==> src/rtl/eth_pkg.sv <==
// Package for the event time histogram: sizes, derived constants, queue entry type.
// Used by eth_front, eth_queue, eth_back and event_time_histogram.
`timescale 1ns / 1ps

package eth_pkg;

  localparam int NUM_BINS     = 1000;
  localparam int BIN_WIDTH_US = 1000;

  localparam int TIME_W  = 48;
  localparam int BIN_W   = 12;
  localparam int COUNT_W = 32;
  localparam int DIFF_W  = 32;

  localparam int BIN_AW = (NUM_BINS > 1) ? $clog2(NUM_BINS) : 1;

  localparam longint WINDOW = longint'(NUM_BINS) * longint'(BIN_WIDTH_US);

  localparam logic [DIFF_W:0] RECIP =
    (DIFF_W + 1)'((longint'(1) << DIFF_W) / longint'(BIN_WIDTH_US));

  localparam logic [DIFF_W-1:0] BIN_WIDTH_V = DIFF_W'(BIN_WIDTH_US);

  localparam int QUEUE_DEPTH = 4;
  localparam int QUEUE_AW    = 2;

  typedef enum logic [1:0] {
    OP_COUNT,
    OP_READ,
    OP_DROP
  } op_t;

  typedef struct packed {
    op_t              op;
    logic [BIN_W-1:0] bin;
  } q_entry_t;

endpackage

==> src/rtl/eth_queue.sv <==
// Short FIFO of classified requests between front end and back end.
// Depends on eth_pkg.
`timescale 1ns / 1ps

module eth_queue (
  input  logic              clk,
  input  logic              rst,
  input  logic              wr_valid,
  output logic              wr_ready,
  input  eth_pkg::q_entry_t wr_entry,
  output logic              rd_valid,
  input  logic              rd_ready,
  output eth_pkg::q_entry_t rd_entry
);
  import eth_pkg::*;

  q_entry_t            slots [QUEUE_DEPTH];
  logic [QUEUE_AW-1:0] wr_ptr;
  logic [QUEUE_AW-1:0] rd_ptr;
  logic [QUEUE_AW:0]   fill;
  logic                wr_en;
  logic                rd_en;

  assign wr_ready = fill != (QUEUE_AW + 1)'(QUEUE_DEPTH);
  assign rd_valid = fill != '0;
  assign wr_en    = wr_valid && wr_ready;
  assign rd_en    = rd_valid && rd_ready;
  assign rd_entry = slots[rd_ptr];

  always_ff @(posedge clk) begin
    if (rst) begin
      wr_ptr <= '0;
      rd_ptr <= '0;
      fill   <= '0;
    end else begin
      if (wr_en) begin
        wr_ptr <= wr_ptr + QUEUE_AW'(1);
      end
      if (rd_en) begin
        rd_ptr <= rd_ptr + QUEUE_AW'(1);
      end
      if (wr_en && !rd_en) begin
        fill <= fill + (QUEUE_AW + 1)'(1);
      end else if (rd_en && !wr_en) begin
        fill <= fill - (QUEUE_AW + 1)'(1);
      end
    end
  end

  always_ff @(posedge clk) begin
    if (wr_en) begin
      slots[wr_ptr] <= wr_entry;
    end
  end

endmodule

==> config.mk <==
export PLATFORM = sky130hd
export DESIGN_NAME = eth_queue
export DESIGN_NICKNAME = d
export VERILOG_FILES = /design/src/rtl/eth_pkg.sv /design/src/rtl/eth_queue.sv
export SDC_FILE = /design/constraint.sdc
export NUM_CORES = 1
export LEC_CHECK = 0
export BUFFER_PORTS_ARGS = -buffer_cell sky130_fd_sc_hd__buf_4
export CORE_UTILIZATION = 56
export CTS_BUF_LIST = sky130_fd_sc_hd__clkbuf_16
export DETAILED_ROUTE_END_ITERATION = 8
export PLACE_DENSITY = 0.76
export SYNTH_ARGS = -nofsm -noshare
export SYNTH_HDL_FRONTEND = slang
export SYNTH_SLANG_ARGS = --single-unit
==> constraint.sdc <==
create_clock -name clk -period 2.15 [get_ports clk]
set_input_delay 0.43 -clock clk [delete_from_list [all_inputs] [get_ports clk]]
set_output_delay 0.43 -clock clk [all_outputs]
set_load 0.005 [all_outputs]
**Word level (Yosys, flattened, before mapping)**

Memory sizes are Yosys's and may differ from the RTL's. A register that Yosys moved wholly into a read port is not among the register bits.
Cells that the tools add are included.

- Register bits: 7
- Memory bits (writable): 56
- Input bits: 18
- Logic and storage cells: 23
- Memories kept: 1

Memories:

| memory | words | bits a word | rd ports | clocked after Yosys merged registers in | write ports | line | source |
|---|---|---|---|---|---|---|---|
| slots | 4 | 14 | 1 | 1 | 1 | eth_queue.sv:17 | `q_entry_t slots [QUEUE_DEPTH];` |

- $add $sub $neg: 4
- Equality and inequality tests: 1
- Muxes and demuxes: 6
- Reductions and logical operators: 8

Operators with widths:

| cell | number |
|---|---|
| $mux W3 | 2 |
| $add A2 B1 Y2 const B | 2 |
| $logic_and A1 B1 Y1 | 4 |
| $mux W2 | 2 |
| $add A3 B1 Y3 const B | 1 |
| $ne A3 B3 Y1 const B | 1 |
| $reduce_bool A3 Y1 | 1 |
| $sub A3 B1 Y3 const B | 1 |
| $logic_not A1 Y1 | 2 |
| $mux W1 | 2 |
| $reduce_bool A2 Y1 | 1 |

**Longest topological paths before layout**

- Word-level depth: 6
- Mapped depth: 8
- Mapped depth without buffers: 8

**Worst setup path before layout**

OpenSTA, ideal clock, no wires.

- Path type: register to register
- From: register fill[0]
- To: register fill[2]
- Setup time: 70 ps
- Data arrival time: 1908 ps
- Data required time: 2080 ps
- Slack: 172 ps
- Cell stages (with the launch flop): 9
- Buffers on the path: 0
- Period minus slack after synthesis: 1978 ps
- Cell sequence: dfxtp_1 -> nor2_2 -> a21boi_4 -> ha_1 -> inv_1 -> fa_1 -> xor2_1 -> or3_1 -> a21oi_1

- Longest elaborated chain between the ends: 5

RTL lines:

| element | line | source |
|---|---|---|
| start, declared | eth_queue.sv:20 | `logic [QUEUE_AW:0] fill;` |
| start signal, assigned | eth_queue.sv:43 | `fill <= fill + (QUEUE_AW + 1)'(1);` |
| start signal, assigned | eth_queue.sv:45 | `fill <= fill - (QUEUE_AW + 1)'(1);` |
| $ne A3 B3 Y1 * | eth_queue.sv:24 | `assign wr_ready = fill != (QUEUE_AW + 1)'(QUEUE_DEPTH);` |
| $logic_and A1 B1 Y1 * | eth_queue.sv:26 | `assign wr_en = wr_valid && wr_ready;` |
| net wr_en | eth_queue.sv:21 | `logic wr_en;` |
| $logic_not A1 Y1 | eth_queue.sv:44 | `end else if (rd_en && !wr_en) begin` |
| $logic_and A1 B1 Y1 | eth_queue.sv:44 |  |
| $reduce_bool A2 Y1 (no line) | -- |  |

Mark *: on every way through the listed nets, which the timed path passes. The rest lies on a longest branch. The select of a mux whose other input is x is not followed.
A chain may end at the register's enable or synchronous reset.

==> results.md <==
* Clock transition at the registers of the reported paths at 50 ps
* Hold Vio Cnt, Final at 0
* Port Buffer Count at 33
* Synth Area per Inst at 20.9 sq um
* Number of antenna diodes at 0
* CTS sink count at 65
* Finished Layout Cells at 229
* Final core occ at 72.7%
* YS warnings at 0
* Synth Instances at 121
* Slew @ Worst Pin at 365 ps
* DRC viols at 0
* Sequential Area at 1870 sq um
* GRT Overall Usage at 20.3%
* Maximum vdd drop at 0.898 mV
* R2r setup slk at 150 ps
* Fraction of layout cells with a size suffix above 1 at 41.8%
* Final WL at 4180 microns
* Die ar. at 4790 sq um
* Worst R2R End: fill[2]
* Clock buffer count from CTS at 9
* WHS at 309 ps
* Yosys reg bits at 65
* CTS Buffer Depth at 2
* Sequential area share after synthesis at 73.6%
* Tcrit/Tclk final at 95.5%
* Ports at 34
* Multi-input gate area at 627 sq um
* Vias in the first global route at 1407
* GP Congestion at 0.680
* HPWL Detailed at 2920 microns
* R2R depth at 7
* H-tree Lvls at 3
* Placed Instances at 213
* Library cells used by synthesis at 25
* CP max FO at 14
* Die Span Y at 69.2 microns
* P_leak at 1.17 nW
* Area delta synth->final at 25.2%
* Status: completed
* CP startpoint kind: flip-flop
* Netlist Area Pre-Place at 2530 sq um
* Core area at 4350 sq um
* Power density cells at 1200 nW/um^2
* Syn_nets at 145
* Slew Limit Fails at 0
* GR Overflow Total at 0
* Initial antenna violation count at 0
* Critical path endpoint: rd_entry[0]
* Fin nets at 197
* Clk_skew at 3.84 ps
* Crit. End Element: primary output
* Hold path depth at 1
* R2R Path Start: fill[1]
* Slew HR at 75.3%
* FMAX at 487 MHz
* Vias at 1257
* Starting Density at 58.1%
* Die X at 69.2 microns
* # fillers at 266
* CTS tree: done
* Std-Cell Rows at 24
* DRT Pass-1 Iters at 4
* Drt via density at 5.49
* CTS root buf: clkbuf_16
* Hold WC Path Type: primary input to flip-flop
* Largest net degree at the start of global routing at 15
* Data arrival, critical path at 1620 ps
* Req. time, crit path at 1720 ps
* Setup CP Type: flip-flop to primary output
* Wire per inst at 18.3 microns
* Worst-Skew Late Latency at 320 ps
* Final Setup Violations at 0
* Crit path time final at 2050 ps
* Antenna-violating nets left at 0
* Initial drt markers at 46
* Number of max-cap violations at 0
* Global-route wire length before repair at 7040 microns
-- final cells by class --
class / count / share of cell area, %
clock buffers: 9 / 7.11
multi-input cells: 49 / 19.8
flip-flops and latches: 65 / 59.0
clock inverters: 6 / 0.909
well taps: 52 / 2.05
inverters: 3 / 0.356
repair buffers: 45 / 10.8
-- sequential cells by signal, summed over array words and instances, names as in the netlist, named ones only --
signal  cells
rd_ptr      2
slots      56
fill        3
wr_ptr      2
-- placed cells by master (no fill, tap or decap), drive strengths merged, types with 4 or more instances in the layout --
cell type and count:
edfxtp 56, buf 45, mux4 14, clkbuf 9
dfxtp 9, nor2 8, inv 5, ha 5
and2 4, xor2 4
-- routing by layer --
metal / wire [microns] / GRT usage, %
met2: 2410 / 36.2
met1: 1560 / 22.4
met3: 157 / 6.98
met4: 51 / 7.48
met5: 0 / 0
-- stage by stage --
| step | setup WS (ps) | area, sq um | total power [mW] | TNS [ps] |
|---|---|---|---|---|
| after floorplan | 172 | 2530 | 2.21 | 0 |
| after global placement | 197 | 2880 | 2.53 | 0 |
| after detailed placement | 39.7 | 2880 | 2.59 | 0 |
| after CTS | 26.7 | 3140 | 3.82 | 0 |
| after global routing | -14.8 | 3170 | 3.99 | -14.8 |
| final | 96.6 | 3170 | 3.80 | 0 |
-- repair_timing --
| item | CTS | global route |
|---|---|---|
| buffers inserted | 0 | 1 |
| hold buffers | 0 | 0 |
| endpoints found under the hold margin | 0 | 0 |
| pin swaps | 0 | 1 |
| gates resized for setup | 1 | 6 |
| endpoints found under the setup margin | 1 | 1 |
-- worst max-delay path, cell delays in order, from the launching register on --
cell	delay, ps
dfxtp_1	320
buf_6	210
mux4_1	610
buf_4	160
-- cells by family (layout without fill, tap and decap cells) --
group	after synthesis	count (layout)	synth area share [%]
adders and majority gates	6	6	3.27
DFF	65	65	73.6
AOI/OAI and AO/OA	5	5	1.98
xor gates and xnor gates	4	4	1.39
muxes	17	17	14.3
and+or+nand+nor	17	17	3.41
buffers and inverters	7	63	2.03
-- how the worst min path moves through the flow --
stage | start | end | slack [ps]
finish | wr_entry[8] | slots[1][8] | 310
global route | wr_entry[8] | slots[1][8] | 300
CTS | wr_entry[1] | slots[2][1] | 300
detailed placement | wr_ptr[1] | wr_ptr[1] | 510
global placement | wr_ptr[1] | wr_ptr[1] | 490
floorplan | wr_ptr[1] | wr_ptr[1] | 480
-- Yosys cell counts, drive strengths merged --
master	count	share of area, %
xor2	4	1.4
and2	4	0.99
fa	1	0.79
o21ai	1	0.20
a21boi	1	0.74
a21oi	1	0.20
nor2	8	1.3
mux2	1	0.45
buf	3	1.4
nand2b	2	0.49
nand2	1	0.15
edfxtp	56	67
inv	3	0.45
or3	2	0.49
ha	5	2.5
o31ai	1	0.49
clkbuf	1	0.15
o311ai	1	0.35
mux2i	2	0.79
mux4	14	13
dfxtp	9	7.1
-- power by group --
| group | internal [mW] | switching, mW |
|---|---|---|
| Clock | 0.753 | 0.464 |
| Combinational | 0.541 | 0.388 |
| Sequential | 1.55 | 0.100 |
| Total | 2.85 | 0.952 |
Power figures use the tool's default switching activity.
