**src/rtl/eth_pkg.sv**
```systemverilog
// Package for the event time histogram: sizes, derived constants, queue entry type.
// Used by eth_front, eth_queue, eth_back and event_time_histogram.
`timescale 1ns / 1ps

package eth_pkg;

  localparam int NUM_BINS     = 1000;
  localparam int BIN_WIDTH_US = 1000;

  localparam int TIME_W  = 48;
  localparam int BIN_W   = 12;
  localparam int COUNT_W = 32;
  localparam int DIFF_W  = 32;

  localparam int BIN_AW = (NUM_BINS > 1) ? $clog2(NUM_BINS) : 1;

  localparam longint WINDOW = longint'(NUM_BINS) * longint'(BIN_WIDTH_US);

  localparam logic [DIFF_W:0] RECIP =
    (DIFF_W + 1)'((longint'(1) << DIFF_W) / longint'(BIN_WIDTH_US));

  localparam logic [DIFF_W-1:0] BIN_WIDTH_V = DIFF_W'(BIN_WIDTH_US);

  localparam int QUEUE_DEPTH = 4;
  localparam int QUEUE_AW    = 2;

  typedef enum logic [1:0] {
    OP_COUNT,
    OP_READ,
    OP_DROP
  } op_t;

  typedef struct packed {
    op_t              op;
    logic [BIN_W-1:0] bin;
  } q_entry_t;

endpackage

```
**src/rtl/eth_front.sv**
```systemverilog
// Front end: accepts request beats, tracks the origin time, classifies each request
// and finds the bin by reciprocal multiplication. Depends on eth_pkg.
`timescale 1ns / 1ps

module eth_front (
  input  logic                      clk,
  input  logic                      rst,
  input  logic                      in_valid,
  output logic                      in_ready,
  input  logic                      req_type,
  input  logic [47:0]               event_time,
  input  logic [11:0]               read_bin,
  input  logic                      busy,
  output logic                      push_valid,
  input  logic                      push_ready,
  output eth_pkg::q_entry_t         push_entry
);
  import eth_pkg::*;

  logic              adv;
  logic              accept;
  logic              origin_valid;
  logic [TIME_W-1:0] origin_time;
  logic [TIME_W-1:0] origin_eff;
  logic [TIME_W:0]   diff_full;
  logic              in_win;
  op_t               op_in;
  logic [BIN_W-1:0]  bin_in;

  logic              s1_valid;
  op_t               s1_op;
  logic [BIN_W-1:0]  s1_bin;
  logic [DIFF_W-1:0] s1_diff;

  logic [2*DIFF_W:0] recip_prod;
  logic              s2_valid;
  op_t               s2_op;
  logic [BIN_W-1:0]  s2_bin;
  logic [DIFF_W-1:0] s2_diff;
  logic [BIN_W-1:0]  s2_q;

  logic [DIFF_W-1:0] q_times_w;
  logic              s3_valid;
  op_t               s3_op;
  logic [BIN_W-1:0]  s3_bin;
  logic [DIFF_W-1:0] s3_diff;
  logic [BIN_W-1:0]  s3_q;
  logic [DIFF_W-1:0] s3_qw;

  logic              corr;
  logic [BIN_W-1:0]  bin_ev;

  assign adv      = !s3_valid || push_ready;
  assign in_ready = adv && !busy;
  assign accept   = in_valid && in_ready;

  assign origin_eff = origin_valid ? origin_time : event_time;
  assign diff_full  = {1'b0, event_time} - {1'b0, origin_eff};
  assign in_win     = !diff_full[TIME_W] && (diff_full[TIME_W-1:0] < TIME_W'(WINDOW));

  always_comb begin
    if (req_type) begin
      op_in  = ({1'b0, read_bin} < (BIN_W + 1)'(NUM_BINS)) ? OP_READ : OP_DROP;
      bin_in = read_bin;
    end else begin
      op_in  = in_win ? OP_COUNT : OP_DROP;
      bin_in = '0;
    end
  end

  always_ff @(posedge clk) begin
    if (rst) begin
      origin_valid <= 1'b0;
    end else if (accept && !req_type && !origin_valid) begin
      origin_valid <= 1'b1;
    end
  end

  always_ff @(posedge clk) begin
    if (accept && !req_type && !origin_valid) begin
      origin_time <= event_time;
    end
  end

  always_ff @(posedge clk) begin
    if (rst) begin
      s1_valid <= 1'b0;
      s2_valid <= 1'b0;
      s3_valid <= 1'b0;
    end else if (adv) begin
      s1_valid <= accept;
      s2_valid <= s1_valid;
      s3_valid <= s2_valid;
    end
  end

  assign recip_prod = {{(DIFF_W + 1){1'b0}}, s1_diff} * {{DIFF_W{1'b0}}, RECIP};
  assign q_times_w  = DIFF_W'(s2_q) * BIN_WIDTH_V;

  always_ff @(posedge clk) begin
    if (adv) begin
      s1_op   <= op_in;
      s1_bin  <= bin_in;
      s1_diff <= diff_full[DIFF_W-1:0];
      s2_op   <= s1_op;
      s2_bin  <= s1_bin;
      s2_diff <= s1_diff;
      s2_q    <= recip_prod[DIFF_W +: BIN_W];
      s3_op   <= s2_op;
      s3_bin  <= s2_bin;
      s3_diff <= s2_diff;
      s3_q    <= s2_q;
      s3_qw   <= q_times_w;
    end
  end

  assign corr   = {1'b0, s3_diff} >= ({1'b0, s3_qw} + (DIFF_W + 1)'(BIN_WIDTH_US));
  assign bin_ev = s3_q + BIN_W'(corr);

  assign push_valid     = s3_valid;
  assign push_entry.op  = s3_op;
  assign push_entry.bin = (s3_op == OP_COUNT) ? bin_ev : s3_bin;

endmodule

```
**config.mk**
```make
export PLATFORM = sky130hd
export DESIGN_NAME = eth_front
export DESIGN_NICKNAME = d
export VERILOG_FILES = /design/src/rtl/eth_pkg.sv /design/src/rtl/eth_front.sv
export SDC_FILE = /design/constraint.sdc
export NUM_CORES = 1
export LEC_CHECK = 0
export ABC_CLOCK_PERIOD_IN_PS = 10100
export BUFFER_PORTS_ARGS = -buffer_cell sky130_fd_sc_hd__buf_2
export CORE_ASPECT_RATIO = 0.6
export CORE_UTILIZATION = 52
export CTS_CLUSTER_DIAMETER = 200
export DETAILED_ROUTE_END_ITERATION = 7
export GPL_TIMING_DRIVEN = 0
export PLACE_DENSITY = 0.74
export SLEW_MARGIN = 30
export SYNTH_ARGS = -nofsm -noshare
export SYNTH_HDL_FRONTEND = slang
export SYNTH_SLANG_ARGS = --single-unit
export TNS_END_PERCENT = 5
```
**constraint.sdc**
```tcl
create_clock -name clk -period 10.1 [get_ports clk]
set_clock_uncertainty 0.15 [all_clocks]
set_input_delay 2.02 -clock clk [delete_from_list [all_inputs] [get_ports clk]]
set_output_delay 2.02 -clock clk [all_outputs]
set_load 0.05 [all_outputs]
```
Yosys cells after proc, flatten, opt, wreduce, memory -nomap -nowiden
Index checks and enable logic that the tools add are counted.
{ "totals": {"reg_bits": 233, "latch_bits": 0, "ram_bits": 0, "romBits": 0, "output_inout_bits": 16, "mem_count": 0} }
{ "op_classes": {"addsub": 3, "multipliers": 2, "n_div": 0, "n_lt_le_gt_ge": 3, "n_eq_ne": 0, "n_shift": 0, "mux": 5, "bitwise_logic": 0, "reduce_logical": 12} }
{ "op_table": {"columns": ["cell", "count"], "rows": [
  ["subtractor 48 x 48 -> 49 bit", 1],
  ["less-than comparator 48 x 20 -> 1 bit (second input constant)", 1],
  ["two-way mux 48 bit", 1],
  ["multiplier 32 x 23 -> 44 bit (second input constant)", 1],
  ["greater-or-equal comparator 32 x 23 -> 1 bit", 1],
  ["adder 22 x 10 -> 23 bit (second input constant)", 1],
  ["multiplier 12 x 7 -> 19 bit (second input constant)", 1],
  ["adder 12 x 1 -> 12 bit", 1],
  ["less-than comparator 12 x 10 -> 1 bit (second input constant)", 1],
  ["two-way mux 12 bit", 1],
  ["two-way mux 2 bit", 3],
  ["logical AND 1 bit", 5],
  ["logical NOT 1 bit", 5],
  ["logical NOT 2 bit", 1],
  ["logical OR 1 bit", 1]
]} }

Longest topological paths before layout
{ "logic_depth": {"word_depth": 6, "ltp_mapped": 25, "depth_no_buf": 25} }

Worst setup path before layout
Ideal clock, no wire load.
{ "synth_timing": {"path_kind": "input to register", "from": "input push_ready", "to": "register origin_time[0], enable pin", "setup_ns": 0.513, "t_arrival_ns": 9.440, "path_slack_ns": -0.003, "stages": 4, "path_cell_list": "nor2b_1 inv_1 nand3b_1 nor3_1"} }
{ "synth_between": {"elab_chain_cells": 5} }
{ "synth_rtl": {"columns": ["element", "line", "text"], "rows": [
  ["start: declaration", "eth_front.sv:15", "input logic push_ready,"],
  ["logical OR 1 bit", "eth_front.sv:53", "assign adv = !s3_valid || push_ready;"],
  ["logical AND 1 bit", "eth_front.sv:54", "assign in_ready = adv && !busy;"],
  ["logical AND 1 bit", "eth_front.sv:55", "assign accept = in_valid && in_ready;"],
  ["logical AND 1 bit (2 in a row)", "eth_front.sv:80", "if (accept && !req_type && !origin_valid) begin"],
  ["end signal: assignment", "eth_front.sv:81", "origin_time <= event_time;"],
  ["end: declaration", "eth_front.sv:23", "logic [TIME_W-1:0] origin_time;"]
]} }
No other way between the ends.
A chain may end at the register's enable or synchronous reset.

==> run_results.csv <==
group,metric,value,unit
sta,slew_violations,0,
synth,avgSynthCellArea,11.06,sq um
floorplan,start_util,0.5354,
synth,syn_nets,2823,
grt,antenna_found_initial,0,
clock_tree,insertion_delay,0.54,ns
sta,fin_crit,7.315,ns
clock_tree,postCtsSetupBuffers,0,
grt,globalRouteOverflowTotal,0,
hold_path,whs_path_depth,0,
sta,worst_pin_slew,1.020,ns
critical_path,crit_fanout,5,
clock_tree,clock_path_buffers,3,
placed_design,gp_congestion,0.9053,
critical_path,required,7.93,ns
clock_tree,cts_hold_buf,0,
finish,syn2layout_area_growth,8.876,%
clock_tree,tritoncts,"done",
synth,synth_edf_count,227,
grt,first_global_vias,15960,
finish,drive_gt1_frac,0.07291,
critical_path,startpoint_type,"flop",
finish,diodes,0,
floorplan,die_h,166.9,microns
clock_tree,path_clk_slew,0.07,ns
finish,layout.area.seq,0.006897,sq mm
critical_path,cp.arrival,5.14,ns
detailed_routing,dr.pass1.iters,5,
grt,grt_max_degree,35,
finish,multi_input_area,0.01474,sq mm
finish,fin_cells,2842,
critical_path,critical_path_class,"flop to primary output",
floorplan,ios,82,
clock_tree,cts_buffers,23,
synth,ys_seq_area_frac,0.2928,
synth,yosysWarnings,0,
floorplan,row_count,59,
clock_tree,cts-root-buf,"clkbuf_16",
detailed_routing,via_count,15380,
finish,layout_common_cells,"inv_1 (479), ha_1 (380), fa_1 (248)",
placed_design,hpwl,40960,microns
clock_tree,htree_levels,1,
status,outcome,"complete, no violations",
grt,grt_usage,0.2287,
detailed_routing,drt_iter0_markers,1102,
synth,syn-instance-count,2129,
critical_path,cp_common_cell,"or3_1",
synth,ys_seq_elements,231,
critical_path,worst_path_max_delay_cell,"or3_1",
detailed_routing,ant_nets,0,
detailed_routing,drt_wl_total,50960,microns
critical_path,path_buf_inv,2,
sta,hold_violations,0,
synth,synth_cell_types,79,
sta,rsz0062_at_grt,"false",
finish,fill_cells,3565,
clock_tree,cts-resized-gates,0,
critical_path,path_cells,"or3_1 > or3_1 > o21ai_0 > or2_2 > nor2_1 > xnor2_1 > ha_1 > nand4_1 > nor2_1 > a211oi_1 > o211ai_1 > a21oi_1 > o21ai_0 > ha_1 > and3_1 > clkbuf_1 > nand2_1 > or3_1 > a31oi_1 > buf_2",
finish,layout_commonest_cell,"inv_1",
clock_tree,clock_sinks,231,
finish,layout.nets,2941,
grt,grt_pass1_wl,83510,microns
hold_path,hp-class,"flop to flop",
sta,fmax,136.7,MHz
detailed_routing,routedWlPerCell,17.93,microns
placed_design,place_inst,2801,
synth,synthFlopType,"edfxtp_1",
placed_design,io_buffers,81,
floorplan,die_w,276.8,microns
critical_path,worstSetupEndpointType,"primary output",
flow_run,maxCapViolCount,0,
synth,synth_area,0.02356,sq mm
sta,finalCritPeriodShare,0.7242,
critical_path,crit_family,"simple AND/OR/NAND/NOR gates",
synth,async_reset_ff_frac,0,
floorplan,core,0.04400,sq mm
detailed_routing,routed_via_density,5.413,
critical_path,reg2reg_depth,21,
detailed_routing,drc,0,
critical_path,max_stage_delay,0.44,ns
sta,slew-limit-headroom,0.3197,
sta,setup_viol,0,
floorplan,die-area,0.04618,sq mm
critical_path,worst-path-stages,20,
## final timing paths
check,startpoint,to,slack [ns]
setup / recovery,s3_qw[6]$_DFFE_PN_,push_entry[11],2.79
hold / removal,s2_bin[1]$_DFFE_PN_,s3_bin[1]$_DFFE_PN_,0.26
setup reg to reg,s1_diff[8]$_DFFE_PN_,s2_q[10]$_DFFE_PN_,2.86
hold reg to reg,s2_bin[1]$_DFFE_PN_,s3_bin[1]$_DFFE_PN_,0.26
## metal layers
metal / vias up / global-route usage / wire length, microns
li1: 7416 / - / -
met1: 7529 / 0.3524 / 25680
met2: 385 / 0.3370 / 21150
met3: 54 / 0.04966 / 3503
met4: 0 / 0.02826 / 633
met5: - / 0 / 0
## area by class of cell
cell class,instances,share of cell area
clock buffers,24,0.02259
multi-input cells,1391,0.5746
plain buffers,27,0.005025
inverters,480,0.07040
flip-flops and latches,231,0.2689
well taps,579,0.02825
repair buffers,93,0.02298
clock inverters,17,0.007269
## cell usage after synthesis, drive strengths merged, types with 12 or more instances
| library cell | number | share of area |
|---|---|---|
| nor2b | 13 | 0.0035 |
| xor2 | 33 | 0.012 |
| o21a | 14 | 0.0045 |
| and2 | 21 | 0.0057 |
| and3 | 12 | 0.0032 |
| nand2 | 76 | 0.012 |
| nand2b | 12 | 0.0033 |
| a21oi | 88 | 0.019 |
| nor3 | 14 | 0.0032 |
| nor2 | 75 | 0.012 |
| o21ai | 62 | 0.013 |
| a211oi | 13 | 0.0044 |
| nand4 | 21 | 0.0058 |
| ha | 380 | 0.20 |
| edfxtp | 227 | 0.29 |
| inv | 480 | 0.076 |
| nand3 | 27 | 0.0057 |
| fa | 248 | 0.21 |
| o21bai | 12 | 0.0038 |
| xnor2 | 63 | 0.023 |
| a21o | 43 | 0.014 |
| mux2i | 52 | 0.022 |
| clkbuf | 16 | 0.0025 |
## sequential cells by signal, summed over array words and instances, names as in the netlist, 17 cells and up
register and cells:
s3_qw 17, origin_time 48, s2_diff 32, s1_diff 32
s3_diff 32
## stage by stage
stage	util	cell area, sq um	setup WS [ns]	hold slack [ns]	TNS (ns)
after floorplan	-	23560	1.892	0.2503	0
after global placement	0.5611	24690	-0.1486	0.2518	-6.731
after detailed placement	0.5655	24880	2.924	0.2545	0
after CTS	0.5829	25650	2.749	0.2639	0
after global routing	0.5829	25650	2.345	0.2672	0
final	0.5829	25650	2.786	0.2643	0
## worst reg2reg max path: stages (launching register included)
cell	delay, ns
edfxtp_1	1.00
ha_1	0.38
ha_1	0.22
fa_1	0.56
fa_1	0.44
fa_1	0.49
fa_1	0.52
inv_1	0.05
fa_1	0.52
inv_1	0.04
ha_1	0.33
a21o_1	0.19
a21o_1	0.16
a21oi_1	0.14
o21ai_1	0.09
a31o_2	0.29
a31oi_1	0.26
a31oi_1	0.20
a21oi_1	0.47
o21ai_1	0.18
a21oi_1	0.22
xnor2_1	0.10
## kinds of logic after synthesis
| group | after synthesis | synth area share |
|---|---|---|
| compound gates | 305 | 0.08717 |
| xor+xnor | 96 | 0.03570 |
| fa+ha+maj | 628 | 0.4126 |
| buf+inv | 507 | 0.08185 |
| flops | 231 | 0.2928 |
| mux | 53 | 0.02258 |
| simple gates | 309 | 0.06730 |
Power is left out: the tool's default activity adds up to more than one toggle a clock period on the data nets, which glitch-free logic cannot reach.
